`config.mk`:
```
export PLATFORM = sky130hd
export DESIGN_NAME = referee_frame_deframer
export DESIGN_NICKNAME = d
export VERILOG_FILES = /design/src/rtl/rfd_pkg.sv /design/src/rtl/rfd_parser.sv /design/src/rtl/referee_frame_deframer.sv
export SDC_FILE = /design/constraint.sdc
export NUM_CORES = 1
export LEC_CHECK = 0
export ABC_CLOCK_PERIOD_IN_PS = 5400
export BUFFER_PORTS_ARGS = -buffer_cell sky130_fd_sc_hd__buf_2
export CAP_MARGIN = 20
export CORE_ASPECT_RATIO = 0.75
export CORE_MARGIN = 4
export CORE_UTILIZATION = 62
export DETAILED_ROUTE_END_ITERATION = 6
export PLACE_DENSITY_LB_ADDON = 0.08
export SLEW_MARGIN = 20
export SYNTH_ARGS = -nofsm -noshare
export SYNTH_HDL_FRONTEND = slang
export SYNTH_SLANG_ARGS = --single-unit
```
`constraint.sdc`:
```
create_clock -name i_clk -period 5.4 [get_ports i_clk]
set_input_delay 1.08 -clock i_clk [delete_from_list [all_inputs] [get_ports i_clk]]
set_output_delay 1.08 -clock i_clk [all_outputs]
set_load 0.01 [all_outputs]
```
`src/rtl/rfd_pkg.sv`:
```
// Shared types and constants for the referee frame deframer.
package rfd_pkg;

    localparam logic [7:0]  SOF_BYTE      = 8'hA5;
    localparam logic [15:0] CMD_GAME_TIME = 16'h0001;
    localparam logic [15:0] CMD_ROBOT_HP  = 16'h0201;
    localparam logic [15:0] CMD_SHOOT     = 16'h0207;
    localparam logic [15:0] CMD_HURT      = 16'h0206;
    localparam logic [7:0]  STAGE_MASK    = 8'hF0;
    localparam logic [7:0]  STAGE_IDLE    = 8'h40;
    localparam logic [7:0]  ARMOR_MASK    = 8'h0F;

    localparam int          HEADER_LEN    = 6;
    localparam int          KEEP_BYTES    = 4;
    localparam int          QUEUE_DEPTH   = 3;

    typedef enum logic [1:0] {
        PH_HUNT = 2'd0,
        PH_HEAD = 2'd1,
        PH_BODY = 2'd2
    } t_phase;

    typedef enum logic [1:0] {
        KIND_TIME   = 2'd0,
        KIND_HP     = 2'd1,
        KIND_SHOTS  = 2'd2,
        KIND_ATTACK = 2'd3
    } t_kind;

    typedef struct packed {
        logic        valid;
        t_kind       kind;
        logic [15:0] value;
    } t_result;

endpackage

```
`src/rtl/rfd_parser.sv`:
```
// Frame parser: header capture, payload counting and end-of-frame decode.
module rfd_parser (
    input  logic             i_clk,
    input  logic             i_rst_n,
    input  logic             i_valid,
    input  logic [7:0]       i_byte,
    output rfd_pkg::t_result o_result
);
    import rfd_pkg::*;

    t_phase      r_phase, n_phase;
    logic [16:0] r_cnt, n_cnt;
    logic [15:0] r_len, n_len;
    logic [15:0] r_cmd, n_cmd;
    logic [7:0]  r_head [KEEP_BYTES];
    logic [7:0]  n_head [KEEP_BYTES];
    logic [15:0] r_shot, n_shot;

    logic [16:0] cnt_inc;
    logic        body_done;
    logic [7:0]  eff [KEEP_BYTES];
    t_result     res;

    assign cnt_inc   = r_cnt + 17'd1;
    assign body_done = {1'b0, cnt_inc} >= ({2'b00, r_len} + 18'd2);

    // Current byte counts as kept payload when it lands in the first four.
    always_comb begin
        for (int i = 0; i < KEEP_BYTES; i++) begin
            eff[i] = (r_cnt == 17'(i)) ? i_byte : r_head[i];
        end
    end

    always_comb begin
        n_phase = r_phase;
        n_cnt   = r_cnt;
        n_len   = r_len;
        n_cmd   = r_cmd;
        n_shot  = r_shot;
        n_head  = r_head;
        res     = '0;
        if (i_valid) begin
            case (r_phase)
                PH_HEAD: begin
                    case (r_cnt[2:0])
                        3'd0:    n_len[7:0]  = i_byte;
                        3'd1:    n_len[15:8] = i_byte;
                        3'd4:    n_cmd[7:0]  = i_byte;
                        3'd5:    n_cmd[15:8] = i_byte;
                        default: ;
                    endcase
                    if (r_cnt >= 17'(HEADER_LEN - 1)) begin
                        n_cnt   = '0;
                        n_phase = PH_BODY;
                    end else begin
                        n_cnt = cnt_inc;
                    end
                end
                PH_BODY: begin
                    n_head = eff;
                    n_cnt  = cnt_inc;
                    if (body_done) begin
                        n_cnt   = '0;
                        n_phase = PH_HUNT;
                        case (r_cmd)
                            CMD_GAME_TIME: begin
                                res.valid = 1'b1;
                                res.kind  = KIND_TIME;
                                res.value = ((eff[0] & STAGE_MASK) == STAGE_IDLE) ?
                                            16'd0 : {eff[2], eff[1]};
                            end
                            CMD_ROBOT_HP: begin
                                res.valid = 1'b1;
                                res.kind  = KIND_HP;
                                res.value = {eff[3], eff[2]};
                            end
                            CMD_SHOOT: begin
                                if (r_shot != 16'hFFFF) begin
                                    n_shot = r_shot + 16'd1;
                                end
                                res.valid = 1'b1;
                                res.kind  = KIND_SHOTS;
                                res.value = n_shot;
                            end
                            CMD_HURT: begin
                                res.kind  = KIND_ATTACK;
                                res.value = {8'h00, eff[0] & ARMOR_MASK};
                                res.valid = (res.value != 16'd0);
                            end
                            default: ;
                        endcase
                    end
                end
                default: begin
                    // Hunt: drop everything until a start byte.
                    n_phase = PH_HUNT;
                    if (i_byte == SOF_BYTE) begin
                        n_phase = PH_HEAD;
                        n_cnt   = '0;
                        n_len   = '0;
                        n_cmd   = '0;
                        for (int i = 0; i < KEEP_BYTES; i++) begin
                            n_head[i] = '0;
                        end
                    end
                end
            endcase
        end
    end

    always_ff @(posedge i_clk) begin
        if (!i_rst_n) begin
            r_phase <= PH_HUNT;
            r_cnt   <= '0;
            r_len   <= '0;
            r_cmd   <= '0;
            r_shot  <= '0;
            for (int i = 0; i < KEEP_BYTES; i++) begin
                r_head[i] <= '0;
            end
        end else begin
            r_phase <= n_phase;
            r_cnt   <= n_cnt;
            r_len   <= n_len;
            r_cmd   <= n_cmd;
            r_shot  <= n_shot;
            r_head  <= n_head;
        end
    end

    assign o_result = res;

`ifndef SYNTHESIS
    a_shot_monotonic: assert property (@(posedge i_clk) disable iff (!i_rst_n)
        1'b1 |=> r_shot >= $past(r_shot))
        else $error("shot count decreased");

    a_result_ends_frame: assert property (@(posedge i_clk) disable iff (!i_rst_n)
        res.valid |=> r_phase == PH_HUNT && r_cnt == 17'd0)
        else $error("result without return to hunt");

    a_head_count: assert property (@(posedge i_clk) disable iff (!i_rst_n)
        r_phase == PH_HEAD |-> r_cnt < 17'(HEADER_LEN))
        else $error("header counter overran");
`endif

endmodule

```
`src/rtl/referee_frame_deframer.sv`:
```
// Top level: input register, frame parser and three-entry result queue.
// A result is offered on o_m_tvalid once the byte that ends its frame has
// passed the input register and has been written into the result queue.
// Throughput: one byte per cycle while the sink takes results; the three-entry
// result queue sets how long the sink may stall before o_s_tready drops.
// Reset (i_rst_n low, synchronous) empties the queue and returns the parser to
// hunting for a start byte with all counters and the shot count at zero.
module referee_frame_deframer (
    input  logic        i_clk,
    input  logic        i_rst_n,
    input  logic        i_s_tvalid,
    output logic        o_s_tready,
    input  logic [7:0]  i_s_tdata,   // [7:0] rx_byte
    output logic        o_m_tvalid,
    input  logic        i_m_tready,
    output logic [15:0] o_m_tdata,   // [15:0] msg_value
    output logic [1:0]  o_m_tuser    // [1:0] msg_kind
);
    import rfd_pkg::*;

    logic        r_in_valid;
    logic [7:0]  r_in_byte;
    t_result     res;

    t_result     r_q [QUEUE_DEPTH];
    logic [1:0]  r_wr, r_rd, r_count;
    logic [1:0]  n_count;
    logic        q_push, q_pop;
    logic [2:0]  used;

    // Count queued results plus the byte in flight so a result always has room.
    assign used       = {1'b0, r_count} + {2'b00, r_in_valid};
    assign o_s_tready = used < 3'(QUEUE_DEPTH);

    always_ff @(posedge i_clk) begin
        if (!i_rst_n) begin
            r_in_valid <= 1'b0;
        end else begin
            r_in_valid <= i_s_tvalid && o_s_tready;
        end
    end

    always_ff @(posedge i_clk) begin
        if (i_s_tvalid && o_s_tready) begin
            r_in_byte <= i_s_tdata;
        end
    end

    rfd_parser u_parser (
        .i_clk    (i_clk),
        .i_rst_n  (i_rst_n),
        .i_valid  (r_in_valid),
        .i_byte   (r_in_byte),
        .o_result (res)
    );

    assign q_push  = r_in_valid && res.valid;
    assign q_pop   = (r_count != 2'd0) && i_m_tready;
    assign n_count = r_count + {1'b0, q_push} - {1'b0, q_pop};

    always_ff @(posedge i_clk) begin
        if (!i_rst_n) begin
            r_wr    <= '0;
            r_rd    <= '0;
            r_count <= '0;
        end else begin
            r_count <= n_count;
            if (q_push) begin
                r_wr <= (r_wr == 2'(QUEUE_DEPTH - 1)) ? 2'd0 : r_wr + 2'd1;
            end
            if (q_pop) begin
                r_rd <= (r_rd == 2'(QUEUE_DEPTH - 1)) ? 2'd0 : r_rd + 2'd1;
            end
        end
    end

    always_ff @(posedge i_clk) begin
        if (q_push) begin
            r_q[r_wr] <= res;
        end
    end

    assign o_m_tvalid = r_count != 2'd0;
    assign o_m_tdata  = r_q[r_rd].value;
    assign o_m_tuser  = r_q[r_rd].kind;

`ifndef SYNTHESIS
    a_count_bound: assert property (@(posedge i_clk) disable iff (!i_rst_n)
        r_count <= 2'(QUEUE_DEPTH))
        else $error("result queue overfilled");

    a_push_room: assert property (@(posedge i_clk) disable iff (!i_rst_n)
        q_push |-> r_count < 2'(QUEUE_DEPTH))
        else $error("result pushed into a full queue");

    a_count_track: assert property (@(posedge i_clk) disable iff (!i_rst_n)
        q_push && !q_pop |=> r_count == $past(r_count) + 2'd1)
        else $error("queue count lost a push");
`endif

endmodule

```
==> metrics.json, run 1 <==
{
  "status": "completed",
  "floorplan.die.height_microns": 110,
  "power-per-cell-area_nw_per_um2": 289,
  "crit_path_end_kind": "register",
  "post_cts_hold_buffer_count": 0,
  "detail_route.drc_violations": 0,
  "placement_rows": 37,
  "crit_path_cell_trace": "ha_1 -> and3_1 -> nand3_1 -> nor2_1 -> and3_1 -> xor2_1 -> ha_1 -> nand3_1 -> or2_1 -> nor2_1 -> a211oi_1 -> or2_1 -> nor3_2 -> buf_4 -> o31a_1",
  "critical_path_required_ps": 5680,
  "postCtsSetupRepairBufs": 0,
  "clock_latency_ps": 420,
  "synth_sequential_area_ratio_pct": 46.5,
  "path_depth": 15,
  "worst_ep_arrival_time_ps": 4920,
  "max_stage_delay_on_crit_path_ps": 550,
  "start_kind": "register",
  "drive_gt1_share_pct": 10.8,
  "floorplan.die.width_microns": 144,
  "vdd_drop_max_mv": 0.281,
  "timing.critical_path.max_delay_family": "simple AND/OR/NAND/NOR gates",
  "vias_in_the_first_global_route": 6398,
  "worst-setup-path-type": "reg -> reg",
  "post-route-worst-setup-slack_ps": 751,
  "vias": 7058,
  "cts_resized": 0,
  "root_buffer": "sky130_fd_sc_hd__clkbuf_16",
  "avgRoutedWirePerCell_microns": 19.8,
  "holdCritPathClass": "reg -> reg",
  "grt_max_degree": 80,
  "ys.flop_type": "sky130_fd_sc_hd__dfxtp_1",
  "timing.max_cap.violations": 0,
  "synth_async_sr_flop_share_pct": 0,
  "post_drt_via_cell_ratio": 6.42,
  "timing.final.crit_share_pct": 86.1,
  "endpoint": "r_q[1][1]$_DFFE_PP_",
  "synth_largest_area_cell": "sky130_fd_sc_hd__dfxtp_1",
  "synthesis.nets": 935,
  "fill_cell_instance_count_of_the_final_layout": 1038,
  "post_synth_edffs": 62,
  "dieArea_sq_um": 15900,
  "areaGrowthSynthToFinish_pct": 10.4,
  "rr_startpoint": "u_parser.r_cnt[0]$_SDFFE_PN0P_",
  "finalWeightedCongestion": 0.977,
  "top_post_synthesis_cells_by_area": "sky130_fd_sc_hd__dfxtp_1, sky130_fd_sc_hd__edfxtp_1, sky130_fd_sc_hd__mux2i_1, sky130_fd_sc_hd__nor2_1, sky130_fd_sc_hd__nand2_1",
  "critical_path.reg2reg.endpoint": "r_q[1][1]$_DFFE_PP_",
  "numPlacedInstances": 1067,
  "drt_iter0_markers": 895,
  "critical_path.n_buffers_inverters": 1,
  "antenna-diode-count": 0,
  "synth.distinct_cells": 64,
  "cts_tree": "yes",
  "critical_path.startpoint": "u_parser.r_cnt[0]$_SDFFE_PN0P_",
  "design.final.nets": 953,
  "reg2reg_setup_slack_ps": 750,
  "fin_tns_setup_ps": 0,
  "core_region_area_sq_um": 13700,
  "finClkSkew_ps": 8.28,
  "finalSetupViolCount": 0,
  "clk_pin_slew_worst_paths_ps": 70,
  "post_synth_inst_count": 894,
  "numCtsBuffers": 17,
  "floorplan.io_pins": 32,
  "synthTopCellsByCount": "sky130_fd_sc_hd__dfxtp_1, sky130_fd_sc_hd__nor2_1, sky130_fd_sc_hd__nand2_1",
  "timing_max_transition_violations_final": 0,
  "fmax_ghz": 0.215,
  "post-synth-top-count-cell": "sky130_fd_sc_hd__dfxtp_1",
  "yosys_register_bits": 170,
  "critical_path.max_fanout": 13,
  "slew_headroom_pct": 35.2,
  "place_worst_setup_slack_ps": 857,
  "start_util_pct": 63.2,
  "yosysWarnings": 0,
  "numClockSinks": 170,
  "ctsLongestPathBuffers": 2,
  "drt_first_pass_iters": 6,
  "first_pass_grt_wire_length_microns": 33900,
  "finalNonFillerCells": 1100,
  "dpl_hpwl_microns": 15400,
  "htreeDepth": 4,
  "postRouteWirelength_microns": 21800,
  "gr-total-overflow": 0,
  "portBuffers": 31,
  "syn-mean-instance-area_sq_um": 9.68,
  "synth_top_cell_area_share_pct": 25.0,
  "number_of_nets_with_antenna_violations_after_routing": 0,
  "critical-path-slowest-cell": "sky130_fd_sc_hd__nor3_2",
  "report.final.hold_viol_count": 0,
  "mappedNetlistArea_sq_um": 8660,
  "power.static_leakage_nw": 3.51,
  "worst_pin_slew_ps": 965,
  "initial_antenna_violation_count": 0,
  "rr_worst_depth": 15,
  "grt_util_all_layers_pct": 27.7,
  "finalWorstPathRequiredPeriod_ps": 4650,
  "setup_repair_after_global_routing_missed_its_margin": "no"
}
[layer usage]
layer  vias up  part of all wire, %  global-route usage [%]
li1       3266                    -                       -
met5         -                    0                       0
met4         0                  1.5                    6.66
met1      3426                   46                    41.0
met3        42                  8.4                    6.38
met2       324                   44                    41.1
[power breakdown]
part | internal [mW] | total (mW) | switching, mW
registers | 1.34 | 1.36 | 0.0255
logic | 0.0535 | 0.131 | 0.0777
clock network | 0.741 | 1.27 | 0.526
total | 2.13 | 2.76 | 0.630
[worst min path at each step]
stage	start	endpoint	slack, ps	cells after the start
6_report	u_parser.r_head[29]$_SDFFE_PN0P_	u_parser.r_head[29]$_SDFFE_PN0P_	460	2
5_1_grt	u_parser.r_head[31]$_SDFFE_PN0P_	u_parser.r_head[31]$_SDFFE_PN0P_	490	2
4_1_cts	u_parser.r_head[29]$_SDFFE_PN0P_	u_parser.r_head[29]$_SDFFE_PN0P_	470	2
3_5_place_dp	u_parser.r_head[28]$_SDFFE_PN0P_	u_parser.r_head[28]$_SDFFE_PN0P_	460	2
3_3_place_gp	u_parser.r_head[30]$_SDFFE_PN0P_	u_parser.r_head[30]$_SDFFE_PN0P_	430	2
2_1_floorplan	u_parser.r_head[30]$_SDFFE_PN0P_	u_parser.r_head[30]$_SDFFE_PN0P_	430	2
[sequential cells by signal (all words and copies together) (netlist names), 8 cells and up, named ones only]
register,cells
r_q,54
u_parser.r_head,32
u_parser.r_cmd,16
r_in_byte,8
u_parser.r_cnt,17
u_parser.r_len,16
u_parser.r_shot,16
[cell usage in the layout (no fill, tap or decap), types with 4 or more instances in the layout]
cell	synthesis	routed
sky130_fd_sc_hd__o21ai_0	30	30
sky130_fd_sc_hd__inv_1	12	12
sky130_fd_sc_hd__dfxtp_1	108	108
sky130_fd_sc_hd__o31a_1	4	4
sky130_fd_sc_hd__a21o_1	5	5
sky130_fd_sc_hd__a22oi_1	24	24
sky130_fd_sc_hd__nor4_1	5	5
sky130_fd_sc_hd__buf_4	0	10
sky130_fd_sc_hd__nor3_1	10	10
sky130_fd_sc_hd__or2_1	4	4
sky130_fd_sc_hd__clkbuf_16	0	17
sky130_fd_sc_hd__nor3_2	4	4
sky130_fd_sc_hd__o22ai_1	16	16
sky130_fd_sc_hd__nor2_1	107	107
sky130_fd_sc_hd__nor2b_1	4	4
sky130_fd_sc_hd__nand3_1	24	24
sky130_fd_sc_hd__nand2_1	98	98
sky130_fd_sc_hd__edfxtp_1	62	62
sky130_fd_sc_hd__ha_1	29	29
sky130_fd_sc_hd__a22o_1	5	5
sky130_fd_sc_hd__nand4_1	17	17
sky130_fd_sc_hd__nand2b_1	6	6
sky130_fd_sc_hd__and2_1	16	16
sky130_fd_sc_hd__xnor2_1	22	22
sky130_fd_sc_hd__a21oi_1	34	34
sky130_fd_sc_hd__o21a_1	15	15
sky130_fd_sc_hd__and4_1	4	4
sky130_fd_sc_hd__mux2i_1	81	81
sky130_fd_sc_hd__o21ai_1	12	12
sky130_fd_sc_hd__and3_1	15	15
sky130_fd_sc_hd__or2_2	4	4
sky130_fd_sc_hd__buf_2	5	31
sky130_fd_sc_hd__xor2_1	20	20
sky130_fd_sc_hd__o31ai_1	5	5
sky130_fd_sc_hd__or4_1	4	4
[worst reg2reg max path: cells and delay by family, from the launching register on]
kind | cells | cell delay (ps)
AND/OR/NAND/NOR | 9 | 2560
adder cells (fa/ha/maj) | 2 | 640
flip-flops | 1 | 480
AO/OA/AOI/OAI | 2 | 440
buffers and inverters | 1 | 280
XOR/XNOR | 1 | 90
[stage by stage]
| stage | utilization [%] | hold slack [ps] | total power, mW | instance area (sq um) |
|---|---|---|---|---|
| floorplan | - | 427 | 1.48 | 8660 |
| global placement | 65.2 | 435 | 1.52 | 8940 |
| detailed placement | 65.2 | 461 | 1.52 | 8940 |
| CTS | 69.7 | 468 | 2.77 | 9550 |
| global route | 69.8 | 485 | 2.84 | 9560 |
| finish | 69.8 | 465 | 2.76 | 9560 |
[cells by family (layout without fill, tap and decap cells)]
group | after synthesis | count (layout) | share of synthesized area (%)
mux | 83 | 83 | 9.63
xor+xnor | 42 | 42 | 4.25
compound gates | 163 | 163 | 12.0
simple gates | 351 | 351 | 20.9
flops | 170 | 170 | 46.5
fa+ha+maj | 29 | 29 | 4.19
buf+inv | 56 | 87 | 2.50
[layout make-up]
| type | instances | area [sq um] | share of cell area, % |
|---|---|---|---|
| Inverter | 14 | 52.6 | 0.550 |
| Sequential cell | 170 | 4020 | 42.1 |
| Clock buffer | 18 | 429 | 4.49 |
| Tap cell | 175 | 219 | 2.29 |
| Clock inverter | 14 | 184 | 1.92 |
| Timing Repair Buffer | 41 | 230 | 2.41 |
| Multi-Input combinational cell | 668 | 4420 | 46.3 |
No activity file was read; power rests on OpenSTA's default activity.
==> inputs of run 2 (changes only) <==
ABC_CLOCK_PERIOD_IN_PS = 4880   (was 5400)
clock period = 4.88 ns   (was 5.4 ns; I/O delays follow)
==> run 2 against run 1 <==
  * Highest routed layer unchanged
  * Fmax is 3.7% higher
  * Clock skew increased by 10 ps
  * Routed wire length is 0.37% lower
  * Cell count is essentially flat
  * Via count fell by 1.3%
  * Sequential share of layout area is 0.056 points higher
  * Clock-buffer cell count fell by 1
  * Cell area about the same
  * Power up 7.1%
==> metrics.json, run 2 (synthesis results as in run 1) <==
{
  "floorplan.die.height_microns": 110,
  "core_region_area_sq_um": 13700,
  "initial_antenna_violation_count": 0,
  "design.final.nets": 954,
  "worst_ep_arrival_time_ps": 4770,
  "power-per-cell-area_nw_per_um2": 309,
  "areaGrowthSynthToFinish_pct": 10.4,
  "vias": 6965,
  "drt_first_pass_iters": 6,
  "clock_latency_ps": 440,
  "most-common-layout-cells": "sky130_fd_sc_hd__nor2_1, sky130_fd_sc_hd__dfxtp_1, sky130_fd_sc_hd__nand2_1",
  "postRouteWirelength_microns": 21700,
  "detail_route.drc_violations": 0,
  "post_drt_via_cell_ratio": 6.33,
  "report.final.hold_viol_count": 0,
  "place_area_sq_um": 8960,
  "drt_iter0_markers": 792,
  "mostFrequentLayoutCell": "sky130_fd_sc_hd__nor2_1",
  "dpl_hpwl_microns": 15600,
  "place_worst_setup_slack_ps": 305,
  "worst_pin_slew_ps": 1000,
  "finalSetupViolCount": 0,
  "slew_headroom_pct": 32.8,
  "finalWeightedCongestion": 0.944,
  "fmax_ghz": 0.223,
  "finClkSkew_ps": 18.4,
  "vdd_drop_max_mv": 0.261,
  "ctsLongestPathBuffers": 2,
  "first_pass_grt_wire_length_microns": 34100,
  "rr_worst_depth": 18,
  "status": "completed",
  "start_util_pct": 63.2,
  "number_of_nets_with_antenna_violations_after_routing": 0,
  "postLayoutCoreUtil_pct": 69.7,
  "rr_startpoint": "u_parser.r_cnt[1]$_SDFFE_PN0P_",
  "final_area_sq_um": 9560,
  "timing.hold.worst.start": "u_parser.r_head[28]$_SDFFE_PN0P_",
  "reg2reg_setup_slack_ps": 390,
  "worst-setup-path-type": "reg -> reg",
  "floorplan.die.width_microns": 144,
  "critical_path_required_ps": 5160,
  "postCtsSetupRepairBufs": 0,
  "grt_util_all_layers_pct": 27.9,
  "antenna-diode-count": 0,
  "crit_path_end_kind": "register",
  "critical_path.reg2reg.endpoint": "r_count[1]$_SDFF_PN0_",
  "dieArea_sq_um": 15900,
  "timing.max_cap.violations": 0,
  "fin_tns_setup_ps": 0,
  "gr-total-overflow": 0,
  "numCtsBuffers": 17,
  "placement_rows": 37,
  "min_path_cells": 2,
  "clk_pin_slew_worst_paths_ps": 70,
  "p_total_mw": 2.95,
  "power.static_leakage_nw": 3.49,
  "timing_max_transition_violations_final": 0,
  "timing.final.crit_share_pct": 91.9,
  "grt_max_degree": 80,
  "floorplan.io_pins": 32,
  "finalHoldWorstSlack_ps": 460,
  "htreeDepth": 4,
  "setup_repair_after_global_routing_missed_its_margin": "no",
  "holdCritPathClass": "reg -> reg",
  "numClockSinks": 170,
  "critical_path.max_fanout": 7,
  "largest_register_ff_count": 54,
  "critical_path.startpoint": "u_parser.r_cnt[1]$_SDFFE_PN0P_",
  "start_kind": "register",
  "avgRoutedWirePerCell_microns": 19.7,
  "drive_gt1_share_pct": 11.7,
  "worstHoldEndpoint": "u_parser.r_head[28]$_SDFFE_PN0P_",
  "finalWorstPathRequiredPeriod_ps": 4490,
  "portBuffers": 31,
  "top_reg_by_flops": "r_q",
  "finalNonFillerCells": 1101,
  "post-route-worst-setup-slack_ps": 395,
  "biggest_regs": "r_q: 54 flops, u_parser.r_head: 32 flops, u_parser.r_cnt: 17 flops",
  "root_buffer": "sky130_fd_sc_hd__clkbuf_16",
  "vias_in_the_first_global_route": 6379,
  "cts_tree": "yes",
  "numPlacedInstances": 1069
}
==> run 2: layer usage <==
metal  vias up  wire (microns)  global-route usage, %
met2       301            9390                   40.4
met5         -               0                      0
met3        25            2040                   9.40
li1       3266               -                      -
met4         0             214                   6.13
met1      3373           10000                   40.8
==> run 2: how the worst max path moves through the flow <==
stage                                  to  slack (ps)  cells after the start
global placement      r_q[2][3]$_DFFE_PP_         440                     14
finish              r_count[1]$_SDFF_PN0_         390                     18
detailed placement  r_count[1]$_SDFF_PN0_         300                     18
floorplan             r_q[2][0]$_DFFE_PP_          40                     14
CTS                 r_count[1]$_SDFF_PN0_         260                     18
global route        r_count[1]$_SDFF_PN0_           7                     18
==> run 2: worst max-delay path, stage by stage (launching register included) <==
cell,delay (ps)
sky130_fd_sc_hd__dfxtp_1,460
sky130_fd_sc_hd__ha_1,310
sky130_fd_sc_hd__and3_1,220
sky130_fd_sc_hd__nand3_1,190
sky130_fd_sc_hd__nor2_1,260
sky130_fd_sc_hd__and3_1,250
sky130_fd_sc_hd__xor2_1,90
sky130_fd_sc_hd__ha_1,310
sky130_fd_sc_hd__nand3_1,100
sky130_fd_sc_hd__or2_1,260
sky130_fd_sc_hd__nor2_1,260
sky130_fd_sc_hd__a211oi_2,200
sky130_fd_sc_hd__or3b_1,540
sky130_fd_sc_hd__ha_1,330
sky130_fd_sc_hd__inv_1,50
sky130_fd_sc_hd__ha_1,150
sky130_fd_sc_hd__xor2_1,180
sky130_fd_sc_hd__xnor2_1,140
sky130_fd_sc_hd__nor2_1,50
==> run 2: what timing repair did <==
item / 4_1_cts / 5_1_grt
hold buffers: 0 / 0
gates resized for setup: 0 / 3
endpoints found under the hold margin: 0 / 0
setup endpoints to repair: 0 / 1
==> run 2: cell type report <==
class                           instances  area (sq um)
Clock inverter                         15           158
Multi-Input combinational cell        668          4440
Fill cell                            1052          4150
Inverter                               14          52.6
Tap cell                              175           219
Timing Repair Buffer                   42           238
Sequential cell                       170          4030
Clock buffer                           17           425
==> run 2: report_power, final <==
| group | total [mW] | switching [mW] | internal [mW] |
|---|---|---|---|
| Clock | 1.31 | 0.629 | 0.678 |
| Sequential | 1.53 | 0.0534 | 1.48 |
| Combinational | 0.115 | 0.0588 | 0.0567 |
==> inputs of run 3 (changes only) <==
PLACE_DENSITY = 0.77   (was unset)
PLACE_DENSITY_LB_ADDON = unset   (was 0.08)
==> run 3 against run 2 <==
  * Clock skew down 2.6 ps
  * Clock-buffer cell count up 6
  * Global-route usage up 0.52 points
  * Cell area about the same
  * Cell count about the same
  * Flip-flop and latch count unchanged
  * Hold slack worse by 5.5 ps
  * Largest cell class unchanged
  * Largest power group unchanged
==> metrics.json, run 3 (synthesis results as in run 1) <==
{
  "critical_path.n_buffers_inverters": 1,
  "clock_latency_ps": 440,
  "vias": 7033,
  "timing.critical_path.max_delay_family": "simple AND/OR/NAND/NOR gates",
  "numPlacedInstances": 1067,
  "first_pass_grt_wire_length_microns": 34500,
  "power-per-cell-area_nw_per_um2": 315,
  "clk_pin_slew_worst_paths_ps": 70,
  "postLayoutCoreUtil_pct": 69.8,
  "timing.max_cap.violations": 0,
  "vdd_drop_max_mv": 0.254,
  "biggest_regs": "r_q: 54 flops, u_parser.r_head: 32 flops, u_parser.r_cnt: 17 flops",
  "drt_first_pass_iters": 6,
  "holdCritPathClass": "reg -> reg",
  "finalWorstPathRequiredPeriod_ps": 4460,
  "ctsLongestPathBuffers": 2,
  "fill_cell_instance_count_of_the_final_layout": 1015,
  "path_depth": 18,
  "postCtsSetupRepairBufs": 0,
  "antenna-diode-count": 0,
  "avgRoutedWirePerCell_microns": 19.9,
  "numClockSinks": 170,
  "worst_pin_slew_ps": 983,
  "number_of_nets_with_antenna_violations_after_routing": 0,
  "fmax_ghz": 0.224,
  "most-common-layout-cells": "sky130_fd_sc_hd__nor2_1, sky130_fd_sc_hd__dfxtp_1, sky130_fd_sc_hd__nand2_1",
  "vias_in_the_first_global_route": 6460,
  "gr-total-overflow": 0,
  "timing.final.crit_share_pct": 91.3,
  "cts_tree": "yes",
  "crit_path_cell_trace": "ha_1 -> and3_1 -> nand3_1 -> nor2_1 -> and3_1 -> xor2_1 -> ha_1 -> nand3_1 -> or2_1 -> nor2_1 -> a211oi_2 -> or3b_4 -> ha_1 -> inv_1 -> ha_1 -> xor2_1 -> xnor2_1 -> nor2_1",
  "critical-path-slowest-cell": "sky130_fd_sc_hd__or3b_4",
  "finalNonFillerCells": 1100,
  "grt_util_all_layers_pct": 28.5,
  "finalHoldWorstSlack_ps": 454,
  "floorplan.die.height_microns": 110,
  "largest_register_ff_count": 54,
  "drive_gt1_share_pct": 11.1,
  "slew_headroom_pct": 34.0,
  "max_stage_delay_on_crit_path_ps": 490,
  "dieArea_sq_um": 15900,
  "final_area_sq_um": 9560,
  "post_cts_hold_buffer_count": 0,
  "worst-setup-path-type": "reg -> reg",
  "finClkSkew_ps": 15.8,
  "setup_repair_after_global_routing_missed_its_margin": "no",
  "crit_path_end_kind": "register",
  "root_buffer": "sky130_fd_sc_hd__clkbuf_16",
  "finalWeightedCongestion": 0.954,
  "floorplan.die.width_microns": 144,
  "power.static_leakage_nw": 3.51,
  "areaGrowthSynthToFinish_pct": 10.5,
  "grt_max_degree": 63,
  "start_kind": "register",
  "report.final.hold_viol_count": 0,
  "min_path_cells": 2,
  "htreeDepth": 4,
  "postRouteWirelength_microns": 21900,
  "rr_worst_depth": 18,
  "placement_rows": 37,
  "detail_route.drc_violations": 0,
  "top_reg_by_flops": "r_q",
  "place_area_sq_um": 8940,
  "core_region_area_sq_um": 13700,
  "finalSetupViolCount": 0,
  "critical_path_required_ps": 5190,
  "worst_ep_arrival_time_ps": 4760,
  "numCtsBuffers": 17,
  "post_drt_via_cell_ratio": 6.39,
  "floorplan.io_pins": 32,
  "timing_max_transition_violations_final": 0,
  "status": "completed",
  "critical_path.max_fanout": 9,
  "mostFrequentLayoutCell": "sky130_fd_sc_hd__nor2_1",
  "dpl_hpwl_microns": 15800,
  "initial_antenna_violation_count": 0,
  "timing.critical_path.mode_cell": "sky130_fd_sc_hd__ha_1",
  "portBuffers": 31,
  "start_util_pct": 63.2,
  "drt_iter0_markers": 872,
  "fin_tns_setup_ps": 0,
  "design.final.nets": 953
}
-- run 3: path summary, 6_finish.rpt --
path,startpoint,to,slack (ps)
min reg2reg,u_parser.r_head[30]$_SDFFE_PN0P_,u_parser.r_head[30]$_SDFFE_PN0P_,450
max reg2reg,u_parser.r_cnt[0]$_SDFFE_PN0P_,r_count[1]$_SDFF_PN0_,420
max,u_parser.r_cnt[0]$_SDFFE_PN0P_,r_count[1]$_SDFF_PN0_,420
min,u_parser.r_head[30]$_SDFFE_PN0P_,u_parser.r_head[30]$_SDFFE_PN0P_,450
-- run 3: layer usage --
| layer | GRT usage (%) | share of wire [%] | vias to the layer above |
|---|---|---|---|
| met5 | 0 | 0 | - |
| met4 | 7.19 | 1.1 | 0 |
| met3 | 8.41 | 11 | 28 |
| met2 | 40.7 | 43 | 383 |
| met1 | 42.3 | 45 | 3356 |
| li1 | - | - | 3266 |
-- run 3: per-stage QoR --
| step | total power [mW] | setup slack (ps) |
|---|---|---|
| 2_1_floorplan | 1.64 | 43.7 |
| 3_3_place_gp | 1.68 | 469 |
| 3_5_place_dp | 1.68 | 246 |
| 4_1_cts | 3.03 | 168 |
| 5_1_grt | 3.10 | 60.2 |
| 6_report | 3.01 | 422 |
-- run 3: what timing repair did --
item,4_1_cts,5_1_grt
gates resized for setup,0,2
hold endpoints to repair,0,0
endpoints found under the setup margin,0,2
-- run 3: worst reg2reg max path: stages, from the launching register on --
cell                       delay (ps)
sky130_fd_sc_hd__dfxtp_1          480
sky130_fd_sc_hd__ha_1             320
sky130_fd_sc_hd__and3_1           230
sky130_fd_sc_hd__nand3_1          190
sky130_fd_sc_hd__nor2_1           250
sky130_fd_sc_hd__and3_1           240
sky130_fd_sc_hd__xor2_1            80
sky130_fd_sc_hd__ha_1             300
sky130_fd_sc_hd__nand3_1          100
sky130_fd_sc_hd__or2_1            270
sky130_fd_sc_hd__nor2_1           270
sky130_fd_sc_hd__a211oi_2         210
sky130_fd_sc_hd__or3b_4           490
sky130_fd_sc_hd__ha_1             310
sky130_fd_sc_hd__inv_1             60
sky130_fd_sc_hd__ha_1             150
sky130_fd_sc_hd__xor2_1           190
sky130_fd_sc_hd__xnor2_1          140
sky130_fd_sc_hd__nor2_1            60
-- run 3: where the power goes --
part | internal (mW) | total [mW] | switching, mW | leakage, nW
registers | 1.48 | 1.54 | 0.0570 | 1.33
clock network | 0.814 | 1.36 | 0.544 | 0.294
logic | 0.0564 | 0.115 | 0.0589 | 1.89
-- run 3: final cells by class --
type | count | area [sq um] | share of cell area [%]
inverter | 14 | 52.6 | 0.549
clock inverter | 9 | 111 | 1.16
timing repair buffer | 41 | 230 | 2.41
clock buffer | 23 | 489 | 5.12
tap | 175 | 219 | 2.29
sequential | 170 | 4030 | 42.1
multi-input combinational | 668 | 4440 | 46.4
